==> src/rtl/core/memory_overwrite_lock_control_core_macros.svh <==
// Assertion macros for the memory overwrite lock control core.
`ifndef MEMORY_OVERWRITE_LOCK_CONTROL_CORE_MACROS_SVH
`define MEMORY_OVERWRITE_LOCK_CONTROL_CORE_MACROS_SVH

`ifndef SYNTHESIS

// Same-cycle implication, sampled on clk, quiet while arst_n is low
`define MOLC_ASSERT_NOW(lbl, ante, cons, msg) \
	lbl: assert property (@(posedge clk) disable iff (!arst_n) (ante) |-> (cons)) \
		else $error(msg);

// Next-cycle implication, sampled on clk, quiet while arst_n is low
`define MOLC_ASSERT_NEXT(lbl, ante, cons, msg) \
	lbl: assert property (@(posedge clk) disable iff (!arst_n) (ante) |=> (cons)) \
		else $error(msg);

`else

`define MOLC_ASSERT_NOW(lbl, ante, cons, msg)
`define MOLC_ASSERT_NEXT(lbl, ante, cons, msg)

`endif

`endif

==> src/rtl/core/molc_pkg.sv <==
// Shared types and constants of the memory overwrite lock control core.
`default_nettype none

package molc_pkg;

	// Key length in bytes and derived widths
	localparam int KEY_BYTES = 8;
	localparam int KEY_W = 8 * KEY_BYTES;
	localparam logic [7:0] KEY_LEN = 8'(KEY_BYTES);

	// Bits a control byte may carry
	localparam logic [7:0] ACTION_MASK = 8'h11;

	// Attribute word after reset: boot, runtime, nonvolatile
	localparam logic [31:0] ATTR_RESET = 32'd7;

	// Stream widths, padded to whole bytes
	localparam int IN_TDATA_W = 112;
	localparam int OUT_TDATA_W = 16;

	typedef enum logic [1:0] {
		ST_OK      = 2'd0,
		ST_INVALID = 2'd1,
		ST_WPROT   = 2'd2,
		ST_DENIED  = 2'd3
	} status_t;

	typedef enum logic [1:0] {
		LK_OPEN  = 2'd0,
		LK_NOKEY = 2'd1,
		LK_KEYED = 2'd2
	} lock_t;

	typedef enum logic {
		FN_CONTROL = 1'b0,
		FN_LOCK    = 1'b1
	} func_t;

	typedef struct packed {
		func_t       func;
		logic [31:0] attributes;
		logic        append_flag;
		logic [7:0]  data_length;
		logic [63:0] payload;
	} req_t;

	typedef struct packed {
		status_t     status;
		logic [7:0]  control_value;
		lock_t       lock_value;
	} res_t;

endpackage

`default_nettype wire

==> src/rtl/core/molc_in_reg.sv <==
// Input register stage: captures one request word from the slave stream.
`default_nettype none

module molc_in_reg (
	input  wire logic                               clk,
	input  wire logic                               arst_n,
	input  wire logic                               s_tvalid,
	output logic                                    s_tready,
	// s_tdata, low bit up: attributes[31:0], append_flag, data_length[7:0],
	// payload[63:0], zero pad
	input  wire logic [molc_pkg::IN_TDATA_W-1:0]    s_tdata,
	// s_tuser: func
	input  wire logic                               s_tuser,
	input  wire logic                               room,
	output logic                                    valid_s1,
	output molc_pkg::req_t                          req_s1
);
	import molc_pkg::*;

	// Take a new word when the stage is empty or drains this cycle
	assign s_tready = !valid_s1 || room;

	// Hold the valid flag
	always_ff @(posedge clk or negedge arst_n) begin
		if (!arst_n) begin
			valid_s1 <= 1'b0;
		end else if (s_tready) begin
			valid_s1 <= s_tvalid;
		end
	end

	// Unpack the word into its fields
	always_ff @(posedge clk) begin
		if (s_tvalid && s_tready) begin
			req_s1.func        <= func_t'(s_tuser);
			req_s1.attributes  <= s_tdata[31:0];
			req_s1.append_flag <= s_tdata[32];
			req_s1.data_length <= s_tdata[40:33];
			req_s1.payload     <= s_tdata[104:41];
		end
	end

endmodule

`default_nettype wire

==> src/rtl/core/molc_engine.sv <==
// Lock engine: state registers and the single-pass decision logic.
`default_nettype none

module molc_engine (
	input  wire logic              clk,
	input  wire logic              arst_n,
	input  wire logic              cfg_valid,
	input  wire logic [31:0]       cfg_data,
	input  wire logic              fire,
	input  wire molc_pkg::req_t    req,
	output molc_pkg::res_t         res
);
	import molc_pkg::*;

	logic [31:0]      req_attr_q;
	lock_t            lock_q;
	logic [KEY_W-1:0] key_q;
	logic [7:0]       ctrl_q;

	status_t          status_n;
	lock_t            lock_n;
	logic [7:0]       ctrl_n;
	logic             key_we;
	logic [7:0]       b0;
	logic             attr_ok;
	logic             key_match;

	assign b0        = req.payload[7:0];
	assign attr_ok   = (req.attributes == req_attr_q) && !req.append_flag;
	assign key_match = (req.payload[KEY_W-1:0] == key_q);

	// Decide status and next state for the request in the stage
	always_comb begin
		status_n = ST_OK;
		lock_n   = lock_q;
		ctrl_n   = ctrl_q;
		key_we   = 1'b0;
		if (req.func == FN_CONTROL) begin
			if (!attr_ok || req.data_length != 8'd1 || (b0 & ~ACTION_MASK) != 8'd0) begin
				status_n = ST_INVALID;
			end else if (lock_q != LK_OPEN) begin
				status_n = ST_WPROT;
			end else begin
				ctrl_n = b0;
			end
		end else if (req.attributes == 32'd0 || req.data_length == 8'd0) begin
			status_n = ST_WPROT;
		end else if (!attr_ok || (req.data_length != 8'd1 && req.data_length != KEY_LEN)) begin
			status_n = ST_INVALID;
		end else if (req.data_length == 8'd1) begin
			// One-byte write: lock or probe for unlock
			if (b0 == 8'd0) begin
				status_n = (lock_q == LK_OPEN) ? ST_OK : ST_DENIED;
			end else if (b0 == 8'd1) begin
				if (lock_q != LK_OPEN) begin
					status_n = ST_DENIED;
				end else begin
					lock_n = LK_NOKEY;
				end
			end else begin
				status_n = ST_INVALID;
			end
		end else begin
			// Key write: store when open, compare when keyed, deny when keyless
			case (lock_q)
				LK_OPEN: begin
					key_we = 1'b1;
					lock_n = LK_KEYED;
				end
				LK_NOKEY: begin
					status_n = ST_DENIED;
				end
				default: begin
					if (key_match) begin
						lock_n = LK_OPEN;
					end else begin
						lock_n   = LK_NOKEY;
						status_n = ST_DENIED;
					end
				end
			endcase
		end
	end

	assign res.status        = status_n;
	assign res.control_value = ctrl_n;
	assign res.lock_value    = lock_n;

	// Take configuration writes; advance control state when the request leaves the stage
	always_ff @(posedge clk or negedge arst_n) begin
		if (!arst_n) begin
			req_attr_q <= ATTR_RESET;
			lock_q     <= LK_OPEN;
			ctrl_q     <= 8'd0;
		end else begin
			if (cfg_valid) begin
				req_attr_q <= cfg_data;
			end
			if (fire) begin
				lock_q <= lock_n;
				ctrl_q <= ctrl_n;
			end
		end
	end

	// Store the key
	always_ff @(posedge clk) begin
		if (fire && key_we) begin
			key_q <= req.payload[KEY_W-1:0];
		end
	end

endmodule

`default_nettype wire

==> src/rtl/core/molc_out_reg.sv <==
// Result register stage: holds one result word for the master stream.
`default_nettype none

module molc_out_reg (
	input  wire logic                               clk,
	input  wire logic                               arst_n,
	input  wire logic                               load,
	input  wire molc_pkg::res_t                     res,
	output logic                                    room,
	output logic                                    m_tvalid,
	input  wire logic                               m_tready,
	// m_tdata, low bit up: status[1:0], control_value[7:0], lock_value[1:0],
	// zero pad
	output logic [molc_pkg::OUT_TDATA_W-1:0]        m_tdata
);
	import molc_pkg::*;

	logic          m_tvalid_q;
	res_t          res_q;

	// Room when empty or the held word goes this cycle
	assign room = !m_tvalid_q || m_tready;

	// Hold the valid flag until the word is taken
	always_ff @(posedge clk or negedge arst_n) begin
		if (!arst_n) begin
			m_tvalid_q <= 1'b0;
		end else if (room) begin
			m_tvalid_q <= load;
		end
	end

	// Capture the result
	always_ff @(posedge clk) begin
		if (load && room) begin
			res_q <= res;
		end
	end

	assign m_tvalid = m_tvalid_q;
	assign m_tdata  = {4'd0, res_q.lock_value, res_q.control_value, res_q.status};

endmodule

`default_nettype wire

==> src/rtl/core/memory_overwrite_lock_control_core.sv <==
// Top level of the memory overwrite lock control core.
//
//  channel  direction  signals                      contents
//  s        in         s_tvalid/s_tready/s_tdata/   one write request
//                      s_tuser
//  m        out        m_tvalid/m_tready/m_tdata    status, control byte, lock
//  cfg      in         cfg_valid/cfg_ready/cfg_data required attribute word
//
// One request per cycle while m is not stalled; a result word becomes valid
// after its request has passed the input register, then the result register.
// The lock, control byte and key update as a request leaves the input
// register, so the next request sees them with no gap.
// Reset clears the lock to unlocked, the control byte to zero and the
// attribute word to 7; the stored key is undefined until a key is written.
// A stall on m backs up through both registers to s_tready.
`default_nettype none
`include "memory_overwrite_lock_control_core_macros.svh"

module memory_overwrite_lock_control_core (
	input  wire logic                               clk,
	input  wire logic                               arst_n,
	input  wire logic                               s_tvalid,
	output logic                                    s_tready,
	// s_tdata, low bit up: attributes[31:0], append_flag, data_length[7:0],
	// payload[63:0], zero pad
	input  wire logic [molc_pkg::IN_TDATA_W-1:0]    s_tdata,
	// s_tuser: func
	input  wire logic                               s_tuser,
	output logic                                    m_tvalid,
	input  wire logic                               m_tready,
	// m_tdata, low bit up: status[1:0], control_value[7:0], lock_value[1:0],
	// zero pad
	output logic [molc_pkg::OUT_TDATA_W-1:0]        m_tdata,
	input  wire logic                               cfg_valid,
	output logic                                    cfg_ready,
	input  wire logic [31:0]                        cfg_data
);
	import molc_pkg::*;

	logic  valid_s1;
	req_t  req_s1;
	res_t  res;
	logic  room;
	logic  fire;

	// Configuration writes are always taken
	assign cfg_ready = 1'b1;

	// Process the staged request when the result register has room
	assign fire = valid_s1 && room;

	molc_in_reg u_in_reg (
		.clk      (clk),
		.arst_n   (arst_n),
		.s_tvalid (s_tvalid),
		.s_tready (s_tready),
		.s_tdata  (s_tdata),
		.s_tuser  (s_tuser),
		.room     (room),
		.valid_s1 (valid_s1),
		.req_s1   (req_s1)
	);

	molc_engine u_engine (
		.clk       (clk),
		.arst_n    (arst_n),
		.cfg_valid (cfg_valid),
		.cfg_data  (cfg_data),
		.fire      (fire),
		.req       (req_s1),
		.res       (res)
	);

	molc_out_reg u_out_reg (
		.clk      (clk),
		.arst_n   (arst_n),
		.load     (valid_s1),
		.res      (res),
		.room     (room),
		.m_tvalid (m_tvalid),
		.m_tready (m_tready),
		.m_tdata  (m_tdata)
	);

	// Checks
	`MOLC_ASSERT_NEXT(a_fire_shows_result, fire, m_tvalid, "processed request gave no result")
	`MOLC_ASSERT_NOW(a_stall_cause, !s_tready, valid_s1 && m_tvalid && !m_tready, "input stalled without a downstream stall")
	`MOLC_ASSERT_NEXT(a_drain_empties, m_tvalid && m_tready && !fire, !m_tvalid, "result repeated after it was taken")

endmodule

`default_nettype wire

==> config.mk <==
export PLATFORM = sky130hd
export DESIGN_NAME = memory_overwrite_lock_control_core
export DESIGN_NICKNAME = d
export VERILOG_FILES = /design/src/rtl/core/molc_pkg.sv /design/src/rtl/core/molc_in_reg.sv /design/src/rtl/core/molc_engine.sv /design/src/rtl/core/molc_out_reg.sv /design/src/rtl/core/memory_overwrite_lock_control_core.sv
export VERILOG_INCLUDE_DIRS = /design/src /design/src/rtl/core
export SDC_FILE = /design/constraint.sdc
export NUM_CORES = 1
export LEC_CHECK = 0
export ABC_CLOCK_PERIOD_IN_PS = 9610
export BUFFER_PORTS_ARGS = -buffer_cell sky130_fd_sc_hd__buf_4
export CORE_UTILIZATION = 59
export DETAILED_ROUTE_END_ITERATION = 10
export PLACE_DENSITY = 0.92
export SYNTH_ARGS = -nofsm -noshare
export SYNTH_HDL_FRONTEND = slang
export SYNTH_HIERARCHICAL = 1
export SYNTH_SLANG_ARGS = --single-unit
==> constraint.sdc <==
create_clock -name clk -period 9.61 [get_ports clk]
set_input_delay 1.922 -clock clk [delete_from_list [all_inputs] [get_ports clk]]
set_output_delay 1.922 -clock clk [all_outputs]
set_load 0.05 [all_outputs]
==> results of run 1 <==
[layout make-up]
type	instances	area, um2
clock buffer	29	598.1
fill	771	3314
inverter	13	48.80
timing repair buffer	158	1186
tap	180	225.2
sequential	226	6570
multi-input combinational	240	1946
clock inverter	11	153.9
[cell usage after synthesis, drive strengths merged, types with 3 or more instances]
cell type  instances  area (um2)
edfxtp           182        5465
inv               13       48.80
mux2              36       405.4
nand2b             4       40.04
nor3               5       30.03
nor2               8       30.03
nand3              3       20.02
nand4             20       125.1
a21oi              5       25.02
xor2              28       245.2
nor4              19       150.1
o22ai              5       31.28
buf                8       48.80
dfstp              3       78.83
and2              15       98.85
xnor2             58       508.0
dfrtp             41        1026
nand2              7       26.28
[sequential cells by signal (all words and copies together) (netlist names)]
name and cells:
u_out_reg/m_tdata 12, u_engine/lock_q 2, u_engine/ctrl_q 8, u_in_reg/req_s1 106, u_out_reg/m_tvalid 1, u_engine/req_attr_q 32, u_in_reg/valid_s1 1, u_engine/key_q 64
[placed cells by master (no fill, tap or decap), drive strengths merged, types with 15 or more instances in the layout]
master	synthesis	final
mux2	36	36
nand4	20	20
nor4	19	19
xor2	28	28
xnor2	58	58
clkbuf	1	29
and2	15	15
buf	8	158
edfxtp	182	182
dfrtp	41	41
[per-stage QoR]
step / hold slack, ps / std cells / power, W
CTS: 462.3 / 857 / 0.002211
finish: 462.8 / 857 / 0.002190
detailed placement: 456.5 / 817 / 0.001318
global route: 475.9 / 857 / 0.002261
floorplan: 426.4 / 488 / 0.001240
global placement: 455.1 / 817 / 0.001308
[where the power goes]
group | internal (W) | total, W | leakage, nW | switching, W
Combinational | 0.0000789 | 0.000150 | 1.43 | 0.0000709
Sequential | 0.00112 | 0.00115 | 2.24 | 0.0000332
Clock | 0.000546 | 0.000892 | 0.364 | 0.000346
[layer usage]
layer,global-route usage (%),up-vias
met1,29.65,2298
met2,40.73,210
li1,-,2169
met3,5.948,34
met5,0,-
met4,7.622,0
[worst max-delay path by stage]
stage | endpoint | slack [ps]
final | s_tready | 5190
after CTS | s_tready | 5190
after floorplan | u_engine/key_q[0] | 2410
after global routing | s_tready | 5170
after detailed placement | s_tready | 5190
after global placement | s_tready | 5200
[logic make-up (layout without fill, tap and decap cells)]
kind of cell	after synthesis	in the layout	synth area share, %
flip-flops	226	226	76.39
AND/OR/NAND/NOR	88	88	6.721
XOR/XNOR	86	86	8.758
multiplexers	38	38	4.946
AO/OA/AOI/OAI	23	23	1.920
buffers and inverters	22	211	1.178
other	2	5	0.08732
==> flow_summary.json, run 1 <==
{
  "run_status": "finished clean",
  "critical_path_arrival_ps": 2500,
  "period_needed_ps": 4420,
  "r2r_slack_ps": 6760,
  "critical_path.reg2reg.endpoint": "u_engine/key_q[55]",
  "timing.critical_path.cells": "buf_4, nand2b_4, nand2b_4, buf_4",
  "vdd_drop_max_uv": 161.7,
  "setup_repair_after_global_routing_missed_its_margin": "no",
  "critPathSlowestCell": "sky130_fd_sc_hd__buf_4",
  "remaining_drc_errors": 0,
  "timing.critical_path.to_type": "output port",
  "ctsRootBufferMaster": "sky130_fd_sc_hd__clkbuf_16",
  "core_area_um2": 14040,
  "min_delay_path_depth": 0,
  "dr_wl_met2_um": 8711,
  "clock-skew-final_ps": 25.27,
  "via_count_of_the_first_global_routing_pass": 5029,
  "grt_start_max_net_pins": 65,
  "synth_cell_area_um2": 8601,
  "achievable-frequency_mhz": 226.3,
  "synth-edff-count": 182,
  "yosysWarningCount": 6,
  "floorplan.rows": 43,
  "postLayoutCellArea_um2": 10730,
  "ioPinCount": 169,
  "cts.clk_slew.worst_paths_ps": 70,
  "setup_viol": 0,
  "type_of_the_worst_setup_path": "in2out",
  "antenna-diode-count": 0,
  "place.port_buffers": 156,
  "tritoncts": "done",
  "insertion_delay_ps": 510,
  "max-cap-violations": 0,
  "crit_fanout": 4,
  "mean_syn_cell_area_um2": 17.73,
  "dp_slack_ps": 5190,
  "layout_worst_path_cycle_share_pct": 45.99,
  "first_pass_grt_wire_length_um": 26450,
  "async_flop_share_pct": 19.47,
  "hpwlAfterDp_um": 11670,
  "r2r_cells": 6,
  "hp-class": "reg2reg",
  "maxSlewHeadroom_pct": 42.77,
  "timing.final.ws_setup_ps": 5190,
  "cts_num_sinks": 226,
  "final_net_count": 811,
  "die-area_um2": 15060,
  "routabilityCongestion": 0.8433,
  "grt_antenna_before_repair": 0,
  "final.setup.tns_ps": 0,
  "gr_util_all_layers_pct": 23.77,
  "timing.critical_path.depth": 4,
  "leading_register_cell_type_out_of_synthesis": "sky130_fd_sc_hd__edfxtp_1",
  "max_slew.worst_pin.slew_ps": 858.5,
  "total_vias_in_the_final_route": 4711,
  "postSynthRegisterBits": 226,
  "finish.utilization_pct": 76.40,
  "drive_gt1_share_pct": 36.04,
  "die_w_um": 122.7,
  "worstPathRequired_ps": 7690,
  "cts.hold.buffers_added": 0,
  "leakage_power_figure_nw": 4.031,
  "worstReg2RegStart": "u_engine/req_attr_q[0]",
  "hp-start": "u_in_reg/req_s1[44]",
  "cp-startpoint": "m_tready",
  "yosys.cell_types.count": 45,
  "detailedRoute.firstIterationViolations": 381,
  "crit_path_max_incr_delay_ps": 190,
  "initial_utilization_pct": 61.25,
  "numCtsBuffers": 22,
  "top_layer_used": "met4",
  "cts_max_path_buffers": 3,
  "route.detailed.wl_per_inst_um": 20.03,
  "cpLargestDelayFamily": "buffers and inverters",
  "critPathBufInv": 2,
  "cts.htree.levels": 1,
  "post_cts_resize_count": 0,
  "die_span_y_um": 122.7,
  "power.density_nw_per_um2": 204.1,
  "area_growth_syn_to_layout_pct": 24.73,
  "aggregate_global_routing_overflow": 0,
  "dpl_cell_area_um2": 9976,
  "slew_violations": 0,
  "wl_um": 17170,
  "seq_area_frac_synth_pct": 76.39,
  "hold_violations": 0,
  "met1Wirelength_um": 6724,
  "drt-pass1-iter-count": 4,
  "post_cts_setup_repair_buffer_count": 0,
  "route.detailed.vias_per_inst": 5.497,
  "timing.hold.worst_endpoint": "u_engine/key_q[44]",
  "startpoint_type": "input port",
  "postSynthCellCount": 485,
  "route.met3.wl_um": 1311,
  "antenna_left": 0
}
Power figures use the tool's default switching activity.
==> run 2, diff against run 1 <==
ABC_CLOCK_PERIOD_IN_PS = 4400   (was 9610)
CORE_UTILIZATION = 55   (was 59)
PLACE_DENSITY = 0.87   (was 0.92)
clock period = 4.4 ns   (was 9.61 ns; I/O delays follow)
==> run 2 against run 1 <==
- first-iteration DRC count shrank 29%
- die area grew 7.2%
- global-route usage is 3.2 points lower
- final cell count grew 3.7%
- worst setup slack worse by 3800 ps
- core utilization is 5.7 points lower
- clock power increased by 110%
- cell area grew 0.51%
==> flow_summary.json, run 2 (synthesis results as in run 1) <==
{
  "run_status": "finished clean",
  "p_sw_w": 0.0009866,
  "layout_worst_path_cycle_share_pct": 68.27,
  "max_slew.worst_pin.slew_ps": 994.7,
  "insertion_delay_ps": 500,
  "route.detailed.wl_per_inst_um": 18.41,
  "leakage_power_figure_nw": 4.054,
  "total_vias_in_the_final_route": 4648,
  "final_cell_count_no_fill": 889,
  "worstPathRequired_ps": 4520,
  "remaining_drc_errors": 0,
  "wl_um": 16370,
  "core_area_um2": 15260,
  "maxSlewHeadroom_pct": 33.69,
  "die-area_um2": 16140,
  "cts.clk_slew.worst_paths_ps": 60,
  "power.share.switching_pct": 20.78,
  "layout_top_registers": "u_in_reg/req_s1 x106, u_engine/key_q x64, u_engine/req_attr_q x32",
  "hold_violations": 0,
  "initial_utilization_pct": 56.37,
  "hpwlAfterDp_um": 11600,
  "crit_fanout": 64,
  "dp.cells": 848,
  "drive_gt1_share_pct": 36.43,
  "cts.htree.levels": 1,
  "cts_max_path_buffers": 3,
  "detailedRoute.firstIterationViolations": 272,
  "setup_repair_after_global_routing_missed_its_margin": "no",
  "via_count_of_the_first_global_routing_pass": 4836,
  "cts_num_sinks": 226,
  "slew_violations": 0,
  "place.port_buffers": 156,
  "clock-skew-final_ps": 15.32,
  "multi_input_area_um2": 1952,
  "ioPinCount": 169,
  "die_w_um": 127.1,
  "mostFrequentLayoutCells": "sky130_fd_sc_hd__edfxtp_1, sky130_fd_sc_hd__buf_4, sky130_fd_sc_hd__xnor2_1",
  "gr_util_all_layers_pct": 20.54,
  "antenna-diode-count": 0,
  "vdd_drop_max_uv": 296.8,
  "max-cap-violations": 0,
  "aggregate_global_routing_overflow": 0,
  "routabilityCongestion": 0.8507,
  "setup_viol": 0,
  "post_cts_resize_count": 0,
  "tritoncts": "done",
  "p_int_w": 0.003762,
  "finish.utilization_pct": 70.67,
  "power.combinational.fraction_pct": 6.9,
  "largest_register_ff_count": 106,
  "critical_path_arrival_ps": 3120,
  "dpl_cell_area_um2": 10030,
  "final.setup.tns_ps": 0,
  "postLayoutCellArea_um2": 10780,
  "achievable-frequency_mhz": 332.9,
  "power.density_nw_per_um2": 440.4,
  "post_cts_setup_repair_buffer_count": 0,
  "drt-pass1-iter-count": 5,
  "ctsRootBufferMaster": "sky130_fd_sc_hd__clkbuf_16",
  "commonest_non_fill_non_tap_cell_in_the_layout": "sky130_fd_sc_hd__edfxtp_1",
  "max_flop_register": "u_in_reg/req_s1",
  "hp-class": "in2async",
  "cts.hold.buffers_added": 0,
  "die_span_y_um": 127.1,
  "grt_start_max_net_pins": 72,
  "final_net_count": 812,
  "numCtsBuffers": 23,
  "first_pass_grt_wire_length_um": 25140,
  "num-fill-cells": 950,
  "route.detailed.vias_per_inst": 5.228,
  "type_of_the_worst_setup_path": "reg2reg",
  "timing.critical_path.to_type": "flop",
  "floorplan.rows": 45,
  "seq_area_um2": 6570,
  "grt_antenna_before_repair": 0,
  "startpoint_type": "flop",
  "area_growth_syn_to_layout_pct": 25.37,
  "period_needed_ps": 3004,
  "antenna_left": 0,
  "power.clock.fraction_pct": 40.3,
  "pwr-share-seq_pct": 52.8
}
## run 2: worst max-delay path, cell delays in order, from the launching register on
cell and delay (ps):
sky130_fd_sc_hd__dfstp_2 540, sky130_fd_sc_hd__xnor2_1 120, sky130_fd_sc_hd__nand4_1 140, sky130_fd_sc_hd__nor4_2 490
sky130_fd_sc_hd__nand4_1 360, sky130_fd_sc_hd__nor3_4 260, sky130_fd_sc_hd__buf_4 660
## run 2: routing by layer
metal  GRT usage (%)  up-vias  wire length [um]
met5               0        -                 0
met3           4.816       31              1111
li1                -     2173                 -
met1           25.22     2268              6373
met4           5.812        0               453
met2           36.52      176              8427
## run 2: final timing paths
kind / startpoint / end / slack, ps / cells after the start
max in group asynchronous: arst_n / u_engine/req_attr_q[29] / 3620 / 1
hold reg to reg: u_in_reg/req_s1[58] / u_engine/key_q[58] / 470 / 0
min in group clk: u_in_reg/req_s1[58] / u_engine/key_q[58] / 470 / 0
setup reg to reg: u_engine/req_attr_q[0] / u_engine/key_q[55] / 1400 / 6
hold / removal: arst_n / u_engine/req_attr_q[24] / 390 / 1
setup / recovery: u_engine/req_attr_q[0] / u_engine/key_q[55] / 1400 / 6
## run 2: power by group through the flow
stage               combinational, W  sequential [W]  clock (W)
global placement            0.000319         0.00254          0
finish                      0.000329         0.00251    0.00191
CTS                         0.000334         0.00251    0.00195
global route                0.000353         0.00252    0.00203
floorplan                   0.000156         0.00255          0
detailed placement          0.000332         0.00255          0
## run 2: layout make-up
| type | instances | area share (%) |
|---|---|---|
| Sequential cell | 226 | 60.93 |
| Multi-Input combinational cell | 240 | 18.10 |
| Timing Repair Buffer | 158 | 11.12 |
| Clock buffer | 27 | 5.570 |
| Tap cell | 211 | 2.448 |
| Clock inverter | 14 | 1.381 |
| Inverter | 13 | 0.4525 |
## run 2: per-stage QoR
stage | hold WS [ps] | worst slack, ps | power, W
finish | 394.0 | 1396 | 0.004749
global route | 420.1 | 1241 | 0.004904
CTS | 397.7 | 1394 | 0.004792
detailed placement | 456.0 | 1400 | 0.002883
global placement | 437.6 | 1546 | 0.002861
floorplan | 426.4 | 77.13 | 0.002709
